===== src/text_console_cursor_control_unit_defines.svh =====
// assertion helpers shared by the console cursor blocks
`ifndef TEXT_CONSOLE_CURSOR_CONTROL_UNIT_DEFINES_SVH
`define TEXT_CONSOLE_CURSOR_CONTROL_UNIT_DEFINES_SVH

// same-cycle implication
`define TCCU_ASSERT_SAME(label, clk, rst_n, ante, cons) \
	label: assert property (@(posedge clk) disable iff (!rst_n) (ante) |-> (cons)) \
		else $error("tccu same-cycle check failed");

// next-cycle implication
`define TCCU_ASSERT_NEXT(label, clk, rst_n, ante, cons) \
	label: assert property (@(posedge clk) disable iff (!rst_n) (ante) |=> (cons)) \
		else $error("tccu next-cycle check failed");

`endif


===== src/tccu_pkg.sv =====
package tccu_pkg;

	// character codes with a meaning of their own
	localparam logic [7:0] CHAR_BACKSPACE = 8'd8;
	localparam logic [7:0] CHAR_TAB       = 8'd9;
	localparam logic [7:0] CHAR_NEWLINE   = 8'd10;
	localparam logic [7:0] CHAR_VTAB      = 8'd11;
	localparam logic [7:0] CHAR_FORMFEED  = 8'd12;
	localparam logic [7:0] CHAR_RETURN    = 8'd13;
	localparam logic [7:0] CHAR_BELL      = 8'd7;
	localparam logic [7:0] CHAR_SPACE     = 8'd32;

	// configuration register indexes
	localparam int unsigned CFG_INDEX_W = 2;
	localparam logic [CFG_INDEX_W-1:0] REG_FONT_SCALE  = 2'd0;
	localparam logic [CFG_INDEX_W-1:0] REG_DISP_WIDTH  = 2'd1;
	localparam logic [CFG_INDEX_W-1:0] REG_DISP_HEIGHT = 2'd2;
	localparam logic [CFG_INDEX_W-1:0] REG_BACKGROUND  = 2'd3;
	localparam int unsigned CFG_DATA_W = 24;

	localparam logic [3:0]  RESET_FONT_SCALE  = 4'd1;
	localparam logic [12:0] RESET_DISP_WIDTH  = 13'd1024;
	localparam logic [12:0] RESET_DISP_HEIGHT = 13'd768;
	localparam logic [23:0] RESET_BACKGROUND  = 24'd0;

	// scroll strip is always this wide
	localparam logic [12:0] STRIP_WIDTH = 13'd1024;

	// request queue between front and back
	localparam int unsigned QUEUE_DEPTH = 2;
	localparam int unsigned QUEUE_PTR_W = $clog2(QUEUE_DEPTH);
	localparam int unsigned QUEUE_CNT_W = $clog2(QUEUE_DEPTH + 1);

	typedef enum logic [2:0] {
		CLS_BACKSPACE,
		CLS_BLANK,
		CLS_NEWLINE,
		CLS_TAB,
		CLS_GLYPH
	} cls_t;

	typedef enum logic [1:0] {
		ACT_GLYPH  = 2'd0,
		ACT_CLEAR  = 2'd1,
		ACT_SCROLL = 2'd2
	} act_t;

	typedef enum logic [3:0] {
		BK_IDLE,
		BK_EXEC,
		BK_WRAP,
		BK_SCROLL,
		BK_GLYPH,
		BK_DIV,
		BK_TAB_MUL,
		BK_TAB_ADD,
		BK_DONE
	} bk_state_t;

	typedef struct packed {
		cls_t        cls;
		logic [7:0]  code;
		logic [23:0] color;
		logic        at;
		logic [11:0] gx;
		logic [11:0] gy;
	} item_t;

	typedef struct packed {
		logic [3:0]  font_scale;
		logic [12:0] disp_width;
		logic [12:0] disp_height;
		logic [23:0] background_color;
	} cfg_t;

	typedef struct packed {
		act_t        action;
		logic [15:0] pos_x;
		logic [15:0] pos_y;
		logic [12:0] rect_width;
		logic [12:0] rect_height;
		logic [7:0]  glyph_code;
		logic [23:0] fill_color;
		logic        last;
	} res_t;

endpackage


===== src/tccu_front.sv =====
module tccu_front (
	input  logic                 req_valid,
	output logic                 req_stall,
	input  logic [7:0]           char_code,
	input  logic [23:0]          text_color,
	input  logic                 at_position,
	input  logic [11:0]          given_x,
	input  logic [11:0]          given_y,
	input  logic                 q_full,
	output logic                 q_push,
	output tccu_pkg::item_t      q_item
);

	tccu_pkg::cls_t cls;

	always_comb begin
		case (char_code)
			tccu_pkg::CHAR_BACKSPACE: cls = tccu_pkg::CLS_BACKSPACE;
			tccu_pkg::CHAR_NEWLINE:   cls = tccu_pkg::CLS_NEWLINE;
			tccu_pkg::CHAR_TAB:       cls = tccu_pkg::CLS_TAB;
			tccu_pkg::CHAR_SPACE,
			tccu_pkg::CHAR_VTAB,
			tccu_pkg::CHAR_RETURN,
			tccu_pkg::CHAR_BELL,
			tccu_pkg::CHAR_FORMFEED:  cls = tccu_pkg::CLS_BLANK;
			default:                  cls = tccu_pkg::CLS_GLYPH;
		endcase
	end

	assign req_stall = q_full;
	assign q_push    = req_valid && !q_full;

	always_comb begin
		q_item.cls   = cls;
		q_item.code  = char_code;
		q_item.color = text_color;
		q_item.at    = at_position;
		q_item.gx    = given_x;
		q_item.gy    = given_y;
	end

endmodule


===== src/tccu_queue.sv =====
`include "text_console_cursor_control_unit_defines.svh"

module tccu_queue (
	input  logic             clk,
	input  logic             arst_n,
	input  logic             push,
	input  tccu_pkg::item_t  push_item,
	output logic             full,
	input  logic             pop,
	output logic             not_empty,
	output tccu_pkg::item_t  pop_item
);

	tccu_pkg::item_t                       entry_q [tccu_pkg::QUEUE_DEPTH];
	logic [tccu_pkg::QUEUE_PTR_W-1:0]      wr_ptr_q;
	logic [tccu_pkg::QUEUE_PTR_W-1:0]      rd_ptr_q;
	logic [tccu_pkg::QUEUE_CNT_W-1:0]      count_q;

	assign full      = (count_q == tccu_pkg::QUEUE_CNT_W'(tccu_pkg::QUEUE_DEPTH));
	assign not_empty = (count_q != '0);
	assign pop_item  = entry_q[rd_ptr_q];

	always_ff @(posedge clk or negedge arst_n) begin
		if (!arst_n) begin
			wr_ptr_q <= '0;
			rd_ptr_q <= '0;
			count_q  <= '0;
		end else begin
			if (push)
				wr_ptr_q <= wr_ptr_q + tccu_pkg::QUEUE_PTR_W'(1);
			if (pop)
				rd_ptr_q <= rd_ptr_q + tccu_pkg::QUEUE_PTR_W'(1);
			if (push && !pop)
				count_q <= count_q + tccu_pkg::QUEUE_CNT_W'(1);
			else if (pop && !push)
				count_q <= count_q - tccu_pkg::QUEUE_CNT_W'(1);
		end
	end

	always_ff @(posedge clk) begin
		if (push)
			entry_q[wr_ptr_q] <= push_item;
	end

	`TCCU_ASSERT_NEXT(a_q_fill, clk, arst_n, push && !pop, count_q == $past(count_q) + tccu_pkg::QUEUE_CNT_W'(1))
	`TCCU_ASSERT_SAME(a_q_ptrs, clk, arst_n, count_q == '0, wr_ptr_q == rd_ptr_q)

endmodule


===== src/tccu_back.sv =====
`include "text_console_cursor_control_unit_defines.svh"

module tccu_back #(
	parameter int unsigned TAB_STOP_CELLS = 5,
	parameter int unsigned CURSOR_BITS    = 16
) (
	input  logic             clk,
	input  logic             arst_n,
	input  tccu_pkg::cfg_t   cfg,
	input  logic             q_valid,
	input  tccu_pkg::item_t  q_item,
	output logic             q_pop,
	output logic             cmd_valid,
	input  logic             cmd_stall,
	output tccu_pkg::res_t   cmd
);

	localparam int unsigned CB   = CURSOR_BITS;
	localparam int unsigned CNTW = $clog2(CB);
	localparam int unsigned TW   = $clog2(TAB_STOP_CELLS + 1);
	localparam int unsigned PW   = TW + 7;

	function automatic logic [CB-1:0] sat_add(input logic [CB-1:0] a, input logic [CB-1:0] b);
		logic [CB:0] s;
		s = {1'b0, a} + {1'b0, b};
		return s[CB] ? '1 : s[CB-1:0];
	endfunction

	function automatic logic [CB-1:0] clamp_sub(input logic [CB-1:0] a, input logic [CB-1:0] b);
		return (a > b) ? a - b : '0;
	endfunction

	tccu_pkg::bk_state_t state_q, state_d;
	tccu_pkg::item_t     item_q, item_d;
	tccu_pkg::res_t      res_q, res_d;
	logic                out_valid_q;
	logic                res_load;
	logic                out_free;

	logic [CB-1:0]   cx_q, cx_d, cy_q, cy_d;
	logic [CB-1:0]   wx_q, wx_d, wy_q, wy_d;
	logic [6:0]      rem_q, rem_d;
	logic [TW-1:0]   r_q, r_d;
	logic [CNTW-1:0] cnt_q, cnt_d;
	logic [PW-1:0]   prod_q, prod_d;

	logic [6:0]      cw7;
	logic [7:0]      ch8;
	logic [CB-1:0]   cw_c, ch_c, sw_c, sh_c;
	logic [12:0]     sw_back, sh_back;
	logic [CB-1:0]   bs_x, bs_y;
	logic            is_nl;

	// tab divider: one quotient bit a cycle, quotient kept modulo the tab stop
	logic [7:0]      trial;
	logic            qbit;
	logic [6:0]      rem_next;
	logic [TW:0]     r2;
	logic [TW-1:0]   r_next;
	logic [TW-1:0]   steps;

	assign cw7  = {cfg.font_scale, 3'b000};
	assign ch8  = {cfg.font_scale, 4'b0000};
	assign cw_c = CB'(cw7);
	assign ch_c = CB'(ch8);
	assign sw_c = CB'(cfg.disp_width);
	assign sh_c = CB'(cfg.disp_height);
	assign sw_back = (cfg.disp_width > 13'(cw7)) ? cfg.disp_width - 13'(cw7) : '0;
	assign sh_back = (cfg.disp_height > 13'(ch8)) ? cfg.disp_height - 13'(ch8) : '0;
	assign is_nl   = (item_q.cls == tccu_pkg::CLS_NEWLINE);

	// backspace at column zero steps to the last cell of the line above
	assign bs_x = (wx_q != '0) ? clamp_sub(wx_q, cw_c) :
	              (wy_q != '0) ? CB'(sw_back) : wx_q;
	assign bs_y = (wx_q == '0 && wy_q != '0) ? clamp_sub(wy_q, ch_c) : wy_q;

	assign trial    = {rem_q, wx_q[cnt_q]};
	assign qbit     = (trial >= {1'b0, cw7});
	assign rem_next = qbit ? 7'(trial - {1'b0, cw7}) : trial[6:0];
	assign r2       = {r_q, qbit};
	assign r_next   = (r2 >= (TW+1)'(TAB_STOP_CELLS)) ? TW'(r2 - (TW+1)'(TAB_STOP_CELLS))
	                                                  : TW'(r2);
	assign steps    = TW'(TAB_STOP_CELLS) - r_q;

	assign out_free  = !out_valid_q || !cmd_stall;
	assign cmd_valid = out_valid_q;
	assign cmd       = res_q;

	always_comb begin
		state_d  = state_q;
		item_d   = item_q;
		res_d    = res_q;
		res_load = 1'b0;
		q_pop    = 1'b0;
		cx_d     = cx_q;
		cy_d     = cy_q;
		wx_d     = wx_q;
		wy_d     = wy_q;
		rem_d    = rem_q;
		r_d      = r_q;
		cnt_d    = cnt_q;
		prod_d   = prod_q;
		case (state_q)
			tccu_pkg::BK_IDLE: begin
				if (q_valid) begin
					q_pop   = 1'b1;
					item_d  = q_item;
					wx_d    = q_item.at ? CB'(q_item.gx) : cx_q;
					wy_d    = q_item.at ? CB'(q_item.gy) : cy_q;
					state_d = tccu_pkg::BK_EXEC;
				end
			end
			tccu_pkg::BK_EXEC: begin
				case (item_q.cls)
					tccu_pkg::CLS_BACKSPACE: begin
						if (out_free) begin
							res_load          = 1'b1;
							res_d.action      = tccu_pkg::ACT_CLEAR;
							res_d.pos_x       = 16'(bs_x);
							res_d.pos_y       = 16'(bs_y);
							res_d.rect_width  = 13'(cw7);
							res_d.rect_height = 13'(ch8);
							res_d.glyph_code  = '0;
							res_d.fill_color  = cfg.background_color;
							res_d.last        = 1'b1;
							wx_d              = bs_x;
							wy_d              = bs_y;
							state_d           = tccu_pkg::BK_DONE;
						end
					end
					tccu_pkg::CLS_BLANK: begin
						wx_d    = sat_add(wx_q, cw_c);
						state_d = tccu_pkg::BK_DONE;
					end
					tccu_pkg::CLS_NEWLINE: begin
						wx_d    = '0;
						wy_d    = sat_add(wy_q, ch_c);
						state_d = tccu_pkg::BK_WRAP;
					end
					tccu_pkg::CLS_TAB: begin
						// zero scale: tab does not move
						if (cw7 == '0) begin
							state_d = tccu_pkg::BK_DONE;
						end else begin
							cnt_d   = CNTW'(CB - 1);
							rem_d   = '0;
							r_d     = '0;
							state_d = tccu_pkg::BK_DIV;
						end
					end
					default: state_d = tccu_pkg::BK_WRAP;
				endcase
			end
			tccu_pkg::BK_WRAP: begin
				if (wx_q >= sw_c) begin
					wx_d = '0;
					wy_d = sat_add(wy_q, ch_c);
				end
				state_d = tccu_pkg::BK_SCROLL;
			end
			tccu_pkg::BK_SCROLL: begin
				if (wy_q >= sh_c) begin
					if (out_free) begin
						res_load          = 1'b1;
						res_d.action      = tccu_pkg::ACT_SCROLL;
						res_d.pos_x       = '0;
						res_d.pos_y       = 16'(sh_back);
						res_d.rect_width  = tccu_pkg::STRIP_WIDTH;
						res_d.rect_height = 13'(ch8);
						res_d.glyph_code  = '0;
						res_d.fill_color  = cfg.background_color;
						res_d.last        = is_nl;
						wx_d              = '0;
						wy_d              = clamp_sub(wy_q, ch_c);
						state_d           = is_nl ? tccu_pkg::BK_DONE : tccu_pkg::BK_GLYPH;
					end
				end else begin
					state_d = is_nl ? tccu_pkg::BK_DONE : tccu_pkg::BK_GLYPH;
				end
			end
			tccu_pkg::BK_GLYPH: begin
				if (out_free) begin
					res_load          = 1'b1;
					res_d.action      = tccu_pkg::ACT_GLYPH;
					res_d.pos_x       = 16'(wx_q);
					res_d.pos_y       = 16'(wy_q);
					res_d.rect_width  = '0;
					res_d.rect_height = '0;
					res_d.glyph_code  = item_q.code;
					res_d.fill_color  = item_q.color;
					res_d.last        = 1'b1;
					wx_d              = sat_add(wx_q, cw_c);
					state_d           = tccu_pkg::BK_DONE;
				end
			end
			tccu_pkg::BK_DIV: begin
				rem_d = rem_next;
				r_d   = r_next;
				cnt_d = cnt_q - CNTW'(1);
				if (cnt_q == '0)
					state_d = tccu_pkg::BK_TAB_MUL;
			end
			tccu_pkg::BK_TAB_MUL: begin
				prod_d  = PW'(steps) * PW'(cw7);
				state_d = tccu_pkg::BK_TAB_ADD;
			end
			tccu_pkg::BK_TAB_ADD: begin
				wx_d    = sat_add(wx_q, CB'(prod_q));
				state_d = tccu_pkg::BK_DONE;
			end
			tccu_pkg::BK_DONE: begin
				// a positioned request leaves the cursor where it was
				if (!item_q.at) begin
					cx_d = wx_q;
					cy_d = wy_q;
				end
				state_d = tccu_pkg::BK_IDLE;
			end
			default: state_d = tccu_pkg::BK_IDLE;
		endcase
	end

	always_ff @(posedge clk or negedge arst_n) begin
		if (!arst_n) begin
			state_q     <= tccu_pkg::BK_IDLE;
			cx_q        <= '0;
			cy_q        <= '0;
			out_valid_q <= 1'b0;
		end else begin
			state_q <= state_d;
			cx_q    <= cx_d;
			cy_q    <= cy_d;
			if (res_load)
				out_valid_q <= 1'b1;
			else if (!cmd_stall)
				out_valid_q <= 1'b0;
		end
	end

	always_ff @(posedge clk) begin
		item_q <= item_d;
		res_q  <= res_d;
		wx_q   <= wx_d;
		wy_q   <= wy_d;
		rem_q  <= rem_d;
		r_q    <= r_d;
		cnt_q  <= cnt_d;
		prod_q <= prod_d;
	end

	`TCCU_ASSERT_NEXT(a_at_restore, clk, arst_n, state_q == tccu_pkg::BK_DONE && item_q.at, $stable(cx_q) && $stable(cy_q))
	`TCCU_ASSERT_SAME(a_div_bounds, clk, arst_n, state_q == tccu_pkg::BK_DIV, rem_q < cw7 && r_q < TW'(TAB_STOP_CELLS))
	`TCCU_ASSERT_SAME(a_scroll_last, clk, arst_n, res_load && res_d.action == tccu_pkg::ACT_SCROLL, res_d.last == is_nl)
	`TCCU_ASSERT_NEXT(a_out_load, clk, arst_n, res_load, out_valid_q && res_q == $past(res_d))

endmodule


===== src/text_console_cursor_control_unit.sv =====
// Text cursor controller for a console of 8x16 character cells scaled by font_scale. Each
// request carries one character byte and a colour and yields zero, one or two draw commands on
// the cmd channel (a newline may give a one-line scroll, a glyph an optional scroll then a glyph
// draw, a backspace a cell clear; last marks the final one). Requests go through a two-entry
// queue, so up to two can be taken while the back end is still busy or a command waits on
// cmd_stall. The back end handles one request at a time, each through the IDLE, EXEC and DONE
// states; a newline or a glyph also passes WRAP and SCROLL, a glyph GLYPH, and a tab DIV,
// TAB_MUL and TAB_ADD, where a bit-serial divider finds the current cell column modulo the
// tab stop. Configuration registers may only be written while no request is in flight.
module text_console_cursor_control_unit #(
	parameter int unsigned TAB_STOP_CELLS = 5,
	parameter int unsigned CURSOR_BITS    = 16
) (
	input  logic                                  clk,
	input  logic                                  arst_n,
	input  logic                                  cfg_wr_en,
	input  logic [tccu_pkg::CFG_INDEX_W-1:0]      cfg_index,
	input  logic [tccu_pkg::CFG_DATA_W-1:0]       cfg_wr_data,
	input  logic                                  req_valid,
	output logic                                  req_stall,
	input  logic [7:0]                            char_code,
	input  logic [23:0]                           text_color,
	input  logic                                  at_position,
	input  logic [11:0]                           given_x,
	input  logic [11:0]                           given_y,
	output logic                                  cmd_valid,
	input  logic                                  cmd_stall,
	output logic [1:0]                            action,
	output logic [15:0]                           pos_x,
	output logic [15:0]                           pos_y,
	output logic [12:0]                           rect_width,
	output logic [12:0]                           rect_height,
	output logic [7:0]                            glyph_code,
	output logic [23:0]                           fill_color,
	output logic                                  last
);

	tccu_pkg::cfg_t  cfg_q;
	tccu_pkg::item_t push_item;
	tccu_pkg::item_t pop_item;
	tccu_pkg::res_t  cmd;
	logic            q_full;
	logic            q_push;
	logic            q_pop;
	logic            q_not_empty;

	always_ff @(posedge clk or negedge arst_n) begin
		if (!arst_n) begin
			cfg_q.font_scale       <= tccu_pkg::RESET_FONT_SCALE;
			cfg_q.disp_width       <= tccu_pkg::RESET_DISP_WIDTH;
			cfg_q.disp_height      <= tccu_pkg::RESET_DISP_HEIGHT;
			cfg_q.background_color <= tccu_pkg::RESET_BACKGROUND;
		end else if (cfg_wr_en) begin
			case (cfg_index)
				tccu_pkg::REG_FONT_SCALE:  cfg_q.font_scale       <= cfg_wr_data[3:0];
				tccu_pkg::REG_DISP_WIDTH:  cfg_q.disp_width       <= cfg_wr_data[12:0];
				tccu_pkg::REG_DISP_HEIGHT: cfg_q.disp_height      <= cfg_wr_data[12:0];
				tccu_pkg::REG_BACKGROUND:  cfg_q.background_color <= cfg_wr_data[23:0];
				default: ;
			endcase
		end
	end

	tccu_front u_front (
		.req_valid   (req_valid),
		.req_stall   (req_stall),
		.char_code   (char_code),
		.text_color  (text_color),
		.at_position (at_position),
		.given_x     (given_x),
		.given_y     (given_y),
		.q_full      (q_full),
		.q_push      (q_push),
		.q_item      (push_item)
	);

	tccu_queue u_queue (
		.clk       (clk),
		.arst_n    (arst_n),
		.push      (q_push),
		.push_item (push_item),
		.full      (q_full),
		.pop       (q_pop),
		.not_empty (q_not_empty),
		.pop_item  (pop_item)
	);

	tccu_back #(
		.TAB_STOP_CELLS (TAB_STOP_CELLS),
		.CURSOR_BITS    (CURSOR_BITS)
	) u_back (
		.clk       (clk),
		.arst_n    (arst_n),
		.cfg       (cfg_q),
		.q_valid   (q_not_empty),
		.q_item    (pop_item),
		.q_pop     (q_pop),
		.cmd_valid (cmd_valid),
		.cmd_stall (cmd_stall),
		.cmd       (cmd)
	);

	assign action      = cmd.action;
	assign pos_x       = cmd.pos_x;
	assign pos_y       = cmd.pos_y;
	assign rect_width  = cmd.rect_width;
	assign rect_height = cmd.rect_height;
	assign glyph_code  = cmd.glyph_code;
	assign fill_color  = cmd.fill_color;
	assign last        = cmd.last;

endmodule


===== config.mk =====
export PLATFORM = sky130hd
export DESIGN_NAME = text_console_cursor_control_unit
export DESIGN_NICKNAME = d
export VERILOG_FILES = /design/src/tccu_pkg.sv /design/src/tccu_front.sv /design/src/tccu_queue.sv /design/src/tccu_back.sv /design/src/text_console_cursor_control_unit.sv
export VERILOG_INCLUDE_DIRS = /design/src /design/src/src
export SDC_FILE = /design/constraint.sdc
export NUM_CORES = 1
export LEC_CHECK = 0
export ABC_AREA = 1
export ABC_CLOCK_PERIOD_IN_PS = 6800
export BUFFER_PORTS_ARGS = -buffer_cell sky130_fd_sc_hd__buf_2
export CAP_MARGIN = 20
export CORE_ASPECT_RATIO = 1.4
export CORE_MARGIN = 5
export CORE_UTILIZATION = 46
export CTS_CLUSTER_SIZE = 12
export DETAILED_ROUTE_END_ITERATION = 12
export PLACE_DENSITY = 0.67
export SYNTH_ARGS = -nofsm -noshare
export SYNTH_HDL_FRONTEND = slang
export SYNTH_SLANG_ARGS = --single-unit

===== constraint.sdc =====
create_clock -name clk -period 6.8 [get_ports clk]
set_input_delay 0.68 -clock clk [delete_from_list [all_inputs] [get_ports clk]]
set_output_delay 0.68 -clock clk [all_outputs]
set_load 0.05 [all_outputs]

==> qor.csv <==
metric,value,unit
outcome,completed,
grt_pass1_wl,94000,um
drv_cap,0,
io-pin-count,183,
core_area,0.0439,mm2
design_area,0.0229,mm2
synth_area_per_cell,9.07,um2
setup_viol,0,
path_class,register to register,
clock_path_buffers,3,
slew_violations,0,
cpMostUsedCell,nor2_1,
p_switching,5.24,mW
worst_pin_slew,0.974,ns
synthArstFlopShare,25.1,%
cts_buffers,40,
p_int,6.16,mW
wl_met3,3400,um
met1_length,22700,um
first_pass_iters,7,
fp.dieW,188,um
fin_crit,3.67,ns
drt_iter0_drc,1173,
finalClockSkew,0.0158,ns
grt_max_degree,62,
antenna_found_initial,1,
dp_hpwl,45600,um
setup_tns,0,ns
cp_max_fo,13,
reg2regPathDepth,13,
wl,61800,um
die-area,0.0486,mm2
syn_to_final_growth,12.7,%
yosysWarningCount,0,
io_buffers,165,
power.leakage,10.3,nW
grt_pass1_vias,16500,
detail-route-antenna-nets,0,
power.total,11.4,mW
cts_tree,yes,
max_freq,0.273,GHz
power_density,498,mW/mm2
final-hold-violation-count,0,
pwr-share-clk,18.8,%
antenna_cells,0,
ys_types,63,
gp_congestion,1.01,
crit_chain,inv_1 -> ha_1 -> a21oi_1 -> nor2_1 -> nor4_1 -> nand2_2 -> inv_2 -> ha_1 -> nor2_1 -> a211oi_1 -> nand3_1 -> nand2_1 -> nor2_1,
syn-cell-area,0.0203,mm2
final_layout_size_suffix_gt1_share,14.2,%
clk_latency,0.55,ns
cts_max_level,2,
start_util,46.3,%
rows,91,
vdd_drop_max,0.000279,V
dpl_cell_area,0.0217,mm2
globalRouteTotalUtil,24.8,%
comb_power_share,45.7,%
crit_path_max_incr_delay,0.63,ns
cts_sinks,379,
cts-root-buf,clkbuf_16,
min_path_type,input port to async pin,
cts_resized,0,
topRoutingLayerUsed,met4,
end_kind,register,
viasPerCell,5.55,
grt_overflow,0,
clk_pin_slew,0.06,ns
synth_cells,2243,
arrival,3.97,ns
route.detailed.drc,0,
startpoint_type,register,
synth_ff_type,edfxtp_1,
wire_per_inst,20.7,um
fin_crit_sh,53.9,%
synth-seq-area-share,53.7,%
slowest_stage,dfrtp_1,
cts_hold_buf,0,
crit_required,7.11,ns
slew-limit-headroom,35.0,%
p_seq_share,35.5,%
sw_frac_of_total,46.0,%
layout.nets,2572,
fp.dieH,259,um
rsz0062_at_grt,no,
synth_edf_count,284,
via_count,16600,
wl_met2,31700,um
cts_setup_buffers,0,
ys_ff_latch,379,
## metrics by stage
stage	util (%)	cells	hold WS [ns]	setup WS, ns
3_5_place_dp	49.3	2917	0.473	3.20
4_1_cts	52.1	2990	0.197	3.18
5_1_grt	52.1	2990	0.235	2.79
2_1_floorplan	-	2259	0.384	1.95
3_3_place_gp	49.1	2913	0.467	3.21
6_report	52.1	2990	0.190	3.13
## state kept, by name, summed over array words and instances (netlist names)
signal,flops
u_queue.entry_q,120
u_back.prod_q,7
u_back.item_q,36
u_back.cy_q,16
u_back.wy_q,16
u_back.state_q,4
u_back.cx_q,16
u_queue.count_q,2
u_queue.rd_ptr_q,1
u_queue.wr_ptr_q,1
u_back.cmd,75
u_back.wx_q,16
u_back.cmd_valid,1
cfg_q,54
u_back.rem_q,7
u_back.cnt_q,4
u_back.r_q,3
## worst max-delay path, delay by kind of cell (launching register included)
family	cells	cell delay, ns
AOI/OAI and AO/OA	2	0.68
DFF	1	0.63
and+or+nand+nor	7	1.02
adders and majority gates	2	0.53
buffers and inverters	2	0.56
## worst paths after layout
path	from	endpoint	slack, ns
worst max register to register	cfg_q[51]	u_back.r_q[0]	3.13
worst min register to register	u_back.cx_q[5]	u_back.cx_q[5]	0.49
max in group asynchronous	arst_n	u_back.cx_q[12]	5.45
worst min-delay path	arst_n	u_queue.rd_ptr_q	0.19
worst max-delay path	cfg_q[51]	u_back.r_q[0]	3.13
min in group clk	text_color[1]	u_queue.entry_q[0][26]	0.32
## cells by family after synthesis
logic type | after synthesis | synth area share, %
multiplexers | 12 | 0.665
other | 1 | 0.0184
AND/OR/NAND/NOR | 1160 | 24.5
flip-flops | 379 | 53.7
buffers and inverters | 295 | 6.64
XOR/XNOR | 36 | 1.55
AO/OA/AOI/OAI | 277 | 7.46
adder cells (fa/ha/maj) | 83 | 5.51
## synthesized netlist by cell type (7+ instances only)
cell      count  share of area (%)
nand2_1     734                 14
edfxtp_1    284                 42
inv_1       172                3.2
nand3_1     155                3.8
nor2_1      153                2.8
o21ai_0     146                3.6
dfrtp_1      91                 11
ha_1         72                4.4
a21oi_1      61                1.5
clkbuf_1     35               0.65
nand4_1      31               0.95
xor2_1       30                1.3
nor3_1       27               0.66
buf_4        23               0.85
inv_2        23               0.42
buf_2        16               0.39
o211ai_1     15               0.55
mux2_2       12               0.66
o21ai_1      12               0.30
a31oi_1      11               0.34
fa_1         11                1.1
o22ai_1      11               0.34
nand2_2      10               0.31
buf_6         9               0.50
nand3b_1      7               0.26
nor2_2        7               0.22
## final cells by class
type	instances	area (um2)
Timing Repair Buffer	187	1040
Inverter	208	822
Clock buffer	62	1120
Clock inverter	11	138
Sequential cell	379	10900
Multi-Input combinational cell	1585	8180
Tap cell	558	698
Fill cell	4051	21000
## layout by cell type, fill, tap and decap left out, drive strengths merged
master	n
inv	205
o22ai	11
clkbuf	62
nand4	31
bufinv	2
buf	187
o21a	3
clkinvlp	1
fa	11
o31ai	2
a21o	1
and2	2
ha	72
o21bai	2
a31oi	11
nor3b	1
nor3	33
dfstp	4
nor4	4
edfxtp	284
nand3b	7
o211ai	15
nor2	168
nand2	749
dfrtp	91
o311ai	2
a21boi	2
conb	17
a21oi	62
a22oi	3
a211oi	3
o21ai	160
nand3	162
or2	3
clkinv	11
mux2	12
xnor2	6
xor2	30
## per-layer routing
| layer | track usage (%) | up-vias |
|---|---|---|
| li1 | - | 7797 |
| met2 | 45.4 | 645 |
| met5 | 0 | - |
| met1 | 27.5 | 7949 |
| met4 | 13.9 | 0 |
| met3 | 3.49 | 194 |
## power groups by stage
stage          Sequential, mW  Clock (mW)  Combinational [mW]
5_1_grt                  4.11        2.27                5.66
2_1_floorplan            4.50           0                3.03
3_3_place_gp             4.07           0                5.07
6_report                 4.05        2.14                5.21
4_1_cts                  4.04        2.18                5.18
3_5_place_dp             4.08           0                5.16
Note: power is estimated with default switching activity, not from simulation.
